**src/hdl/rgsn_pkg.sv**
```systemverilog
// Package for the replay guard core: field widths, default parameters,
// verdict codes, controller states and the controller/datapath interface.
// No dependencies.
package rgsn_pkg;

    localparam int SEQ_W          = 64;
    localparam int EPOCH_W        = 32;
    localparam int NONCE_PORT_W   = 64;
    localparam int VERDICT_W      = 2;

    localparam int DEF_NONCE_WINDOW = 16;
    localparam int DEF_NONCE_BYTES  = 8;

    typedef enum logic [VERDICT_W-1:0] {
        V_ACCEPT = 2'd0,
        V_EPOCH  = 2'd1,
        V_OLD    = 2'd2,
        V_DUP    = 2'd3
    } t_verdict;

    typedef enum logic [1:0] {
        S_IDLE,
        S_CHECK,
        S_SCAN
    } t_state;

    // Commands from the controller to the datapath
    typedef struct packed {
        logic load;     // capture the frame, clear the scan
        logic scan_en;  // issue one ring read
        logic commit;   // update floor, ring, head and fill count
    } t_dp_cmd;

    // Status from the datapath to the controller
    typedef struct packed {
        logic epoch_bad;
        logic seq_old;
        logic empty;
        logic issued_all;
        logic scan_done;
        logic hit;
    } t_dp_stat;

endpackage

```
**src/hdl/rgsn_dp.sv**
```systemverilog
// Datapath of the replay guard: frame registers, epoch register, sequence
// floor, nonce ring memory with scan pipeline, head and fill count.
// Depends on rgsn_pkg.
module rgsn_dp import rgsn_pkg::*; #(
    parameter int NONCE_WINDOW = DEF_NONCE_WINDOW,
    parameter int NONCE_BYTES  = DEF_NONCE_BYTES
) (
    input  logic                    i_clk,
    input  logic                    i_rst_n,
    input  logic [SEQ_W-1:0]        i_frame_seq,
    input  logic [EPOCH_W-1:0]      i_frame_epoch,
    input  logic [NONCE_PORT_W-1:0] i_frame_nonce,
    input  logic                    i_cfg_valid,
    input  logic [EPOCH_W-1:0]      i_cfg_data,
    input  t_dp_cmd                 i_cmd,
    output t_dp_stat                o_stat
);

    localparam int NONCE_W = 8 * NONCE_BYTES;
    localparam int IDX_W   = (NONCE_WINDOW > 1) ? $clog2(NONCE_WINDOW) : 1;
    localparam int CNT_W   = $clog2(NONCE_WINDOW + 1);

    logic [NONCE_W-1:0] r_mem [NONCE_WINDOW];

    logic [SEQ_W-1:0]   r_seq;
    logic [EPOCH_W-1:0] r_epoch;
    logic [NONCE_W-1:0] r_nonce;
    logic [EPOCH_W-1:0] r_cur_epoch;
    logic [SEQ_W-1:0]   r_floor;
    logic [IDX_W-1:0]   r_head;
    logic [CNT_W-1:0]   r_fill;
    logic [IDX_W-1:0]   r_idx;
    logic [NONCE_W-1:0] r_rd_data;
    logic               r_rd_vld;
    logic               r_rd_last;
    logic               r_issued_all;
    logic               r_hit;

    logic               issue_last;
    logic               cmp_hit;

    assign issue_last = (CNT_W'(r_idx) == (r_fill - CNT_W'(1)));
    assign cmp_hit    = r_rd_vld && (r_rd_data == r_nonce);

    // Capture the frame; the nonce keeps only its meaningful bytes
    always_ff @(posedge i_clk) begin
        if (i_cmd.load) begin
            r_seq   <= i_frame_seq;
            r_epoch <= i_frame_epoch;
            r_nonce <= i_frame_nonce[NONCE_W-1:0];
        end
    end

    // Hold the boot epoch written over the config channel
    always_ff @(posedge i_clk) begin
        if (!i_rst_n) begin
            r_cur_epoch <= '0;
        end else if (i_cfg_valid) begin
            r_cur_epoch <= i_cfg_data;
        end
    end

    // Raise the floor, advance the head and count fills on an accepted frame
    always_ff @(posedge i_clk) begin
        if (!i_rst_n) begin
            r_floor <= '0;
            r_head  <= '0;
            r_fill  <= '0;
        end else if (i_cmd.commit) begin
            r_floor <= r_seq;
            r_head  <= (r_head == IDX_W'(NONCE_WINDOW - 1)) ? '0 : r_head + IDX_W'(1);
            if (r_fill != CNT_W'(NONCE_WINDOW)) begin
                r_fill <= r_fill + CNT_W'(1);
            end
        end
    end

    // Ring memory: write at the head, registered read at the scan index
    always_ff @(posedge i_clk) begin
        if (i_cmd.commit) begin
            r_mem[r_head] <= r_nonce;
        end
    end

    always_ff @(posedge i_clk) begin
        if (i_cmd.scan_en) begin
            r_rd_data <= r_mem[r_idx];
        end
    end

    // Scan control: advance the index, track the last read and a sticky match
    always_ff @(posedge i_clk) begin
        if (!i_rst_n) begin
            r_idx        <= '0;
            r_rd_vld     <= 1'b0;
            r_rd_last    <= 1'b0;
            r_issued_all <= 1'b0;
            r_hit        <= 1'b0;
        end else if (i_cmd.load) begin
            r_idx        <= '0;
            r_rd_vld     <= 1'b0;
            r_rd_last    <= 1'b0;
            r_issued_all <= 1'b0;
            r_hit        <= 1'b0;
        end else begin
            r_rd_vld  <= i_cmd.scan_en;
            r_rd_last <= i_cmd.scan_en && issue_last;
            if (i_cmd.scan_en) begin
                r_idx <= r_idx + IDX_W'(1);
                if (issue_last) begin
                    r_issued_all <= 1'b1;
                end
            end
            if (cmp_hit) begin
                r_hit <= 1'b1;
            end
        end
    end

    // Report the checks
    always_comb begin
        o_stat.epoch_bad  = (r_epoch != r_cur_epoch);
        o_stat.seq_old    = (r_seq <= r_floor);
        o_stat.empty      = (r_fill == '0);
        o_stat.issued_all = r_issued_all;
        o_stat.scan_done  = r_rd_vld && r_rd_last;
        o_stat.hit        = r_hit || cmp_hit;
    end

endmodule

```
**src/hdl/rgsn_ctrl.sv**
```systemverilog
// Controller of the replay guard: sequences check, ring scan and commit,
// and registers the verdict strobe. Depends on rgsn_pkg.
module rgsn_ctrl import rgsn_pkg::*; (
    input  logic     i_clk,
    input  logic     i_rst_n,
    input  logic     i_start,
    input  t_dp_stat i_stat,
    output t_dp_cmd  o_cmd,
    output logic     o_busy,
    output logic     o_done,
    output t_verdict o_verdict
);

    t_state   r_state, n_state;
    logic     r_done, n_done;
    t_verdict r_verdict, n_verdict;

    // State and result registers
    always_ff @(posedge i_clk) begin
        if (!i_rst_n) begin
            r_state <= S_IDLE;
            r_done  <= 1'b0;
        end else begin
            r_state <= n_state;
            r_done  <= n_done;
        end
    end

    always_ff @(posedge i_clk) begin
        r_verdict <= n_verdict;
    end

    // Next state, datapath commands and verdict
    always_comb begin
        n_state       = r_state;
        n_done        = 1'b0;
        n_verdict     = r_verdict;
        o_cmd.load    = 1'b0;
        o_cmd.scan_en = 1'b0;
        o_cmd.commit  = 1'b0;
        case (r_state)
            S_IDLE: begin
                if (i_start) begin
                    o_cmd.load = 1'b1;
                    n_state    = S_CHECK;
                end
            end
            S_CHECK: begin
                if (i_stat.epoch_bad) begin
                    n_done    = 1'b1;
                    n_verdict = V_EPOCH;
                    n_state   = S_IDLE;
                end else if (i_stat.seq_old) begin
                    n_done    = 1'b1;
                    n_verdict = V_OLD;
                    n_state   = S_IDLE;
                end else if (i_stat.empty) begin
                    o_cmd.commit = 1'b1;
                    n_done       = 1'b1;
                    n_verdict    = V_ACCEPT;
                    n_state      = S_IDLE;
                end else begin
                    o_cmd.scan_en = 1'b1;
                    n_state       = S_SCAN;
                end
            end
            S_SCAN: begin
                if (i_stat.scan_done) begin
                    n_done  = 1'b1;
                    n_state = S_IDLE;
                    if (i_stat.hit) begin
                        n_verdict = V_DUP;
                    end else begin
                        n_verdict    = V_ACCEPT;
                        o_cmd.commit = 1'b1;
                    end
                end else begin
                    o_cmd.scan_en = !i_stat.issued_all;
                end
            end
            default: begin
                n_state = S_IDLE;
            end
        endcase
    end

    assign o_busy    = (r_state != S_IDLE);
    assign o_done    = r_done;
    assign o_verdict = r_verdict;

endmodule

```
**src/hdl/replay_guard_seq_nonce_core.sv**
```systemverilog
// Top level of the replay guard core: controller plus datapath.
// Depends on rgsn_pkg, rgsn_ctrl and rgsn_dp.
//
//  channel   | direction | handshake             | payload
//  ----------+-----------+-----------------------+------------------------------------
//  frame     | in        | start, busy           | i_frame_seq, i_frame_epoch, i_frame_nonce
//  verdict   | out       | o_done (1-cycle pulse)| o_verdict
//  config    | in        | i_cfg_valid, o_cfg_ready | i_cfg_data (current epoch)
//
// A frame is loaded and checked for epoch and sequence; when both checks pass and the
// ring is not empty, its filled entries are scanned before the verdict. The ring scan
// reads one entry per cycle from the ring memory over a single
// memory read port. busy is low again in the cycle the verdict shows, so the
// next frame can be taken then. Reset (synchronous, active low) clears the
// epoch, floor, head and fill count; ring contents are never cleared. The
// receiver cannot stall: each verdict is shown for exactly one cycle.
module replay_guard_seq_nonce_core import rgsn_pkg::*; #(
    parameter int NONCE_WINDOW = DEF_NONCE_WINDOW,
    parameter int NONCE_BYTES  = DEF_NONCE_BYTES
) (
    input  logic                    i_clk,
    input  logic                    i_rst_n,
    input  logic                    start,
    output logic                    busy,
    input  logic [SEQ_W-1:0]        i_frame_seq,
    input  logic [EPOCH_W-1:0]      i_frame_epoch,
    input  logic [NONCE_PORT_W-1:0] i_frame_nonce,
    output logic                    o_done,
    output logic [VERDICT_W-1:0]    o_verdict,
    input  logic                    i_cfg_valid,
    output logic                    o_cfg_ready,
    input  logic [EPOCH_W-1:0]      i_cfg_data
);

    t_dp_cmd  cmd;
    t_dp_stat stat;
    t_verdict verdict;

    rgsn_ctrl u_ctrl (
        .i_clk     (i_clk),
        .i_rst_n   (i_rst_n),
        .i_start   (start),
        .i_stat    (stat),
        .o_cmd     (cmd),
        .o_busy    (busy),
        .o_done    (o_done),
        .o_verdict (verdict)
    );

    rgsn_dp #(
        .NONCE_WINDOW (NONCE_WINDOW),
        .NONCE_BYTES  (NONCE_BYTES)
    ) u_dp (
        .i_clk         (i_clk),
        .i_rst_n       (i_rst_n),
        .i_frame_seq   (i_frame_seq),
        .i_frame_epoch (i_frame_epoch),
        .i_frame_nonce (i_frame_nonce),
        .i_cfg_valid   (i_cfg_valid),
        .i_cfg_data    (i_cfg_data),
        .i_cmd         (cmd),
        .o_stat        (stat)
    );

    // Config is always taken; software must write it only while idle, which the block itself does not enforce
    assign o_cfg_ready = 1'b1;
    assign o_verdict   = verdict;

endmodule

```
**config.mk**
```make
export PLATFORM = sky130hd
export DESIGN_NAME = replay_guard_seq_nonce_core
export DESIGN_NICKNAME = d
export VERILOG_FILES = /design/src/hdl/rgsn_pkg.sv /design/src/hdl/rgsn_dp.sv /design/src/hdl/rgsn_ctrl.sv /design/src/hdl/replay_guard_seq_nonce_core.sv
export SDC_FILE = /design/constraint.sdc
export NUM_CORES = 1
export LEC_CHECK = 0
export ABC_AREA = 1
export BUFFER_PORTS_ARGS = -buffer_cell sky130_fd_sc_hd__buf_4
export CAP_MARGIN = 25
export CORE_MARGIN = 5
export CORE_UTILIZATION = 45
export DETAILED_ROUTE_END_ITERATION = 6
export GPL_TIMING_DRIVEN = 0
export PLACE_DENSITY = 0.64
export REMOVE_ABC_BUFFERS = 1
export SLEW_MARGIN = 20
export SYNTH_ARGS = -nofsm -noshare
export SYNTH_HDL_FRONTEND = slang
export SYNTH_HIERARCHICAL = 1
export SYNTH_SLANG_ARGS = --single-unit
```
**constraint.sdc**
```tcl
create_clock -name i_clk -period 6.6 [get_ports i_clk]
set_input_delay 1.32 -clock i_clk [delete_from_list [all_inputs] [get_ports i_clk]]
set_output_delay 1.32 -clock i_clk [all_outputs]
set_load 0.005 [all_outputs]
```
==> impl_metrics.tcl <==
set metrics [dict create \
    outcome "finished clean" \
    relSlewSlack 0.335 \
    whs_ns 0.458 \
    clockBufferDepth 3 \
    synth_seq_area_share 0.742 \
    drt-met1-wl_um 55900 \
    rsz0062_at_grt "false" \
    grt_max_degree 195 \
    cts_made_buffers 139 \
    fin_nets 4532 \
    top_layer "met4" \
    synth_area_leaders "edfxtp_1 70%, o21ai_0 5.7%, nor2_1 4.6%, dfxtp_1 4.3%, o221ai_1 3.0%" \
    start_util 0.454 \
    cap_violations 0 \
    finalHoldViolations 0 \
    crit_fanout 16 \
    synthCells 4070 \
    p_leak_uw 0.0211 \
    power_density_nw_per_um2 295 \
    h-tree-depth 4 \
    drt_iter0_drc 3542 \
    worst_hold_path_type "flip-flop to flip-flop" \
    insertion_delay_ns 0.73 \
    grt_overflow 0 \
    nFillCells 9637 \
    drt-total-wl_um 130000 \
    final_max_slew_viol_count 0 \
    dp_hpwl_um 75300 \
    wl_met2_um 59800 \
    drtPass1Iterations 5 \
    core-area_sq_um 118000 \
    yosys_warnings 6 \
    tightest_slew_ns 0.998 \
    worstSetupPathType "flip-flop to flip-flop" \
    area_growth_pct 17.0 \
    swShare 0.223 \
    drive_gt1_frac 0.121 \
    p_seq_frac 0.547 \
    numPortBuffers 199 \
    die-area_sq_um 126000 \
    cp-end-kind "flip-flop" \
    met3_length_um 10800 \
    grt_usage 0.202 \
    wl_per_cell_um 21.7 \
    cts_root_buffer "clkbuf_16" \
    vias_per_cell 5.61 \
    via_count 33477 \
    io_pins 201 \
    ff2ff_path_depth 16 \
    multiInputGateArea_sq_um 12200 \
    clkTransAtPathRegs_ns 0.05 \
    drc 0 \
    intPower_uw 14400 \
    synth_seq_cells 1366 \
    syn_area_sq_um 53700 \
    finClkSkew_ns 0.0289 \
    seq_area_sq_um 39900 \
    synth_area_leader_cell "edfxtp_1" \
    ant_nets 0 \
    power_switching_uw 4130 \
    p_comb_frac 0.058 \
    row_count 126 \
    worstSetupStartpointType "flip-flop" \
    gp_congestion 0.731 \
    vdd_drop_max_mv 0.246 \
    dp_cells 5717 \
    period_minus_slack_ns 4.79 \
    hold_depth 2 \
    syn_avg_cell_area_sq_um 13.2 \
    antenna_found_initial 5 \
    cts_setup_buffers 0 \
    post_cts_resize_count 0 \
    hold_buffers 0 \
    grt_first_pass_wirelength_um 195000 \
    yosysTopAreaCellShare 0.699 \
    fin_tns_setup_ns 0 \
    required_ns 7.02 \
    fp.dieW_um 356 \
    arrival_ns 5.21 \
    clkPwrFrac 0.395 \
    fmax_mhz 209 \
    cts_tree "built" \
    cts_sinks 1366 \
    chipHeight_um 356 \
    instances_no_fill 5963 \
    grt_pass1_vias 32634 \
    synth.distinct_cells 41 \
    fin_crit_sh 0.726 \
    setup_viol 0 \
]
final timing paths:
kind / from / endpoint / slack [ns]
setup reg to reg: u_dp/r_seq[63] / u_dp/r_mem[5][42] / 1.81
hold reg to reg: u_dp/r_floor[63] / u_dp/r_floor[63] / 0.46
hold / removal: u_dp/r_floor[63] / u_dp/r_floor[63] / 0.46
setup / recovery: u_dp/r_seq[63] / u_dp/r_mem[5][42] / 1.81
cells by family (layout without fill, tap and decap cells):
group,count (synthesis),in the layout,synth area share
AOI/OAI and AO/OA,1096,1096,0.121
muxes,1,1,0.000186
DFF,1366,1366,0.742
xor gates and xnor gates,41,41,0.00668
and+or+nand+nor,1055,1055,0.0779
adders and majority gates,78,78,0.0182
other,1,5,0.0000698
buffers and inverters,432,721,0.0341
cells in the mapped netlist:
master and number:
clkbuf_2 22, or2_2 17, xnor2_1 32, nand2_1 261, nor2_1 665, buf_6 6, a221oi_2 1, o2111ai_1 2
nor4_1 4, buf_4 12, o21a_1 5, a21o_1 2, xor2_1 9, inv_4 1, nor2_2 2, edfxtp_1 1250
o22ai_1 77, o211ai_1 76, a211oi_1 2, o31ai_1 1, a21oi_1 116, inv_2 4, dfxtp_1 116, clkbuf_1 128
nand2_2 1, buf_2 70, nand3_1 73, inv_1 179, o221ai_1 181, nand4_1 18, nor3_1 12, conb_1 1
a21oi_2 1, o21bai_1 1, mux2i_1 1, o21ai_0 611, ha_1 78, nand2_4 2, o21ai_1 20, clkinv_2 1
buf_1 9
critical path: stages (launching register included):
cell and delay (ns):
edfxtp_1 0.38, ha_1 0.33, nand4_1 0.11, nor3_1 0.22, nand2_1 0.14, nor3_1 0.46
nand2_1 0.11, nand2_1 0.08, nand2_1 0.10, nor2_2 0.17, nand3_1 0.11, a21oi_2 0.49
nand2_1 0.39, nor2_4 0.71, buf_12 0.29, buf_16 0.20, buf_16 0.17
stage by stage:
stage / worst slack, ns / utilization / instance area (sq um) / total power, uW
final: 1.81 / 0.531 / 62900 / 18500
after global routing: 1.53 / 0.531 / 62900 / 19200
after CTS: 1.77 / 0.531 / 62900 / 18700
after detailed placement: 1.77 / 0.496 / 58700 / 11400
after global placement: -26.48 / 0.474 / 56100 / 11400
after floorplan: -8.93 / - / 52600 / 10900
sequential cells by signal, indices dropped and copies added, names as in the netlist:
signal / cells
u_dp/r_mem: 1024
u_dp/r_floor: 64
u_dp/r_nonce: 64
u_dp/r_rd_data: 64
u_dp/r_seq: 64
u_dp/r_cur_epoch: 32
u_dp/r_epoch: 32
u_dp/r_fill: 5
u_dp/r_head: 4
u_dp/r_idx: 4
u_ctrl/o_verdict: 2
u_ctrl/r_state: 2
u_ctrl/o_done: 1
u_dp/r_hit: 1
u_dp/r_issued_all: 1
u_dp/r_rd_last: 1
u_dp/r_rd_vld: 1
power groups by stage:
stage | Clock (uW) | Combinational (uW) | Sequential, uW
floorplan | 0 | 615 | 10300
global placement | 0 | 981 | 10400
detailed placement | 0 | 1070 | 10300
CTS | 7470 | 1080 | 10100
global route | 7860 | 1200 | 10200
finish | 7330 | 1070 | 10100
cell usage in the layout, fill, tap and decap left out, drive strengths merged, types with 9 or more instances in the layout:
cell,n
nor2,667
nand2,264
xnor2,32
xor2,9
o21ai,631
inv,189
edfxtp,1250
o221ai,181
o22ai,77
nor3,12
nand4,18
clkbuf,186
ha,78
clkinv,43
dfxtp,116
a21oi,117
or2,17
buf,294
o211ai,76
nand3,73
per-layer routing:
layer | up-vias | track usage
met1 | 16408 | 0.290
met2 | 1417 | 0.315
met3 | 215 | 0.0404
li1 | 15437 | -
met4 | 0 | 0.0595
met5 | - | 0
layout make-up:
cell class / count / area share
clock buffer: 186 / 0.0600
timing repair buffer: 294 / 0.0619
sequential: 1366 / 0.634
inverter: 185 / 0.0118
multi-input combinational: 2272 / 0.193
clock inverter: 56 / 0.00675
tap: 1600 / 0.0318
antenna: 4 / 0.000159
Note: power is estimated with default switching activity, not from simulation.
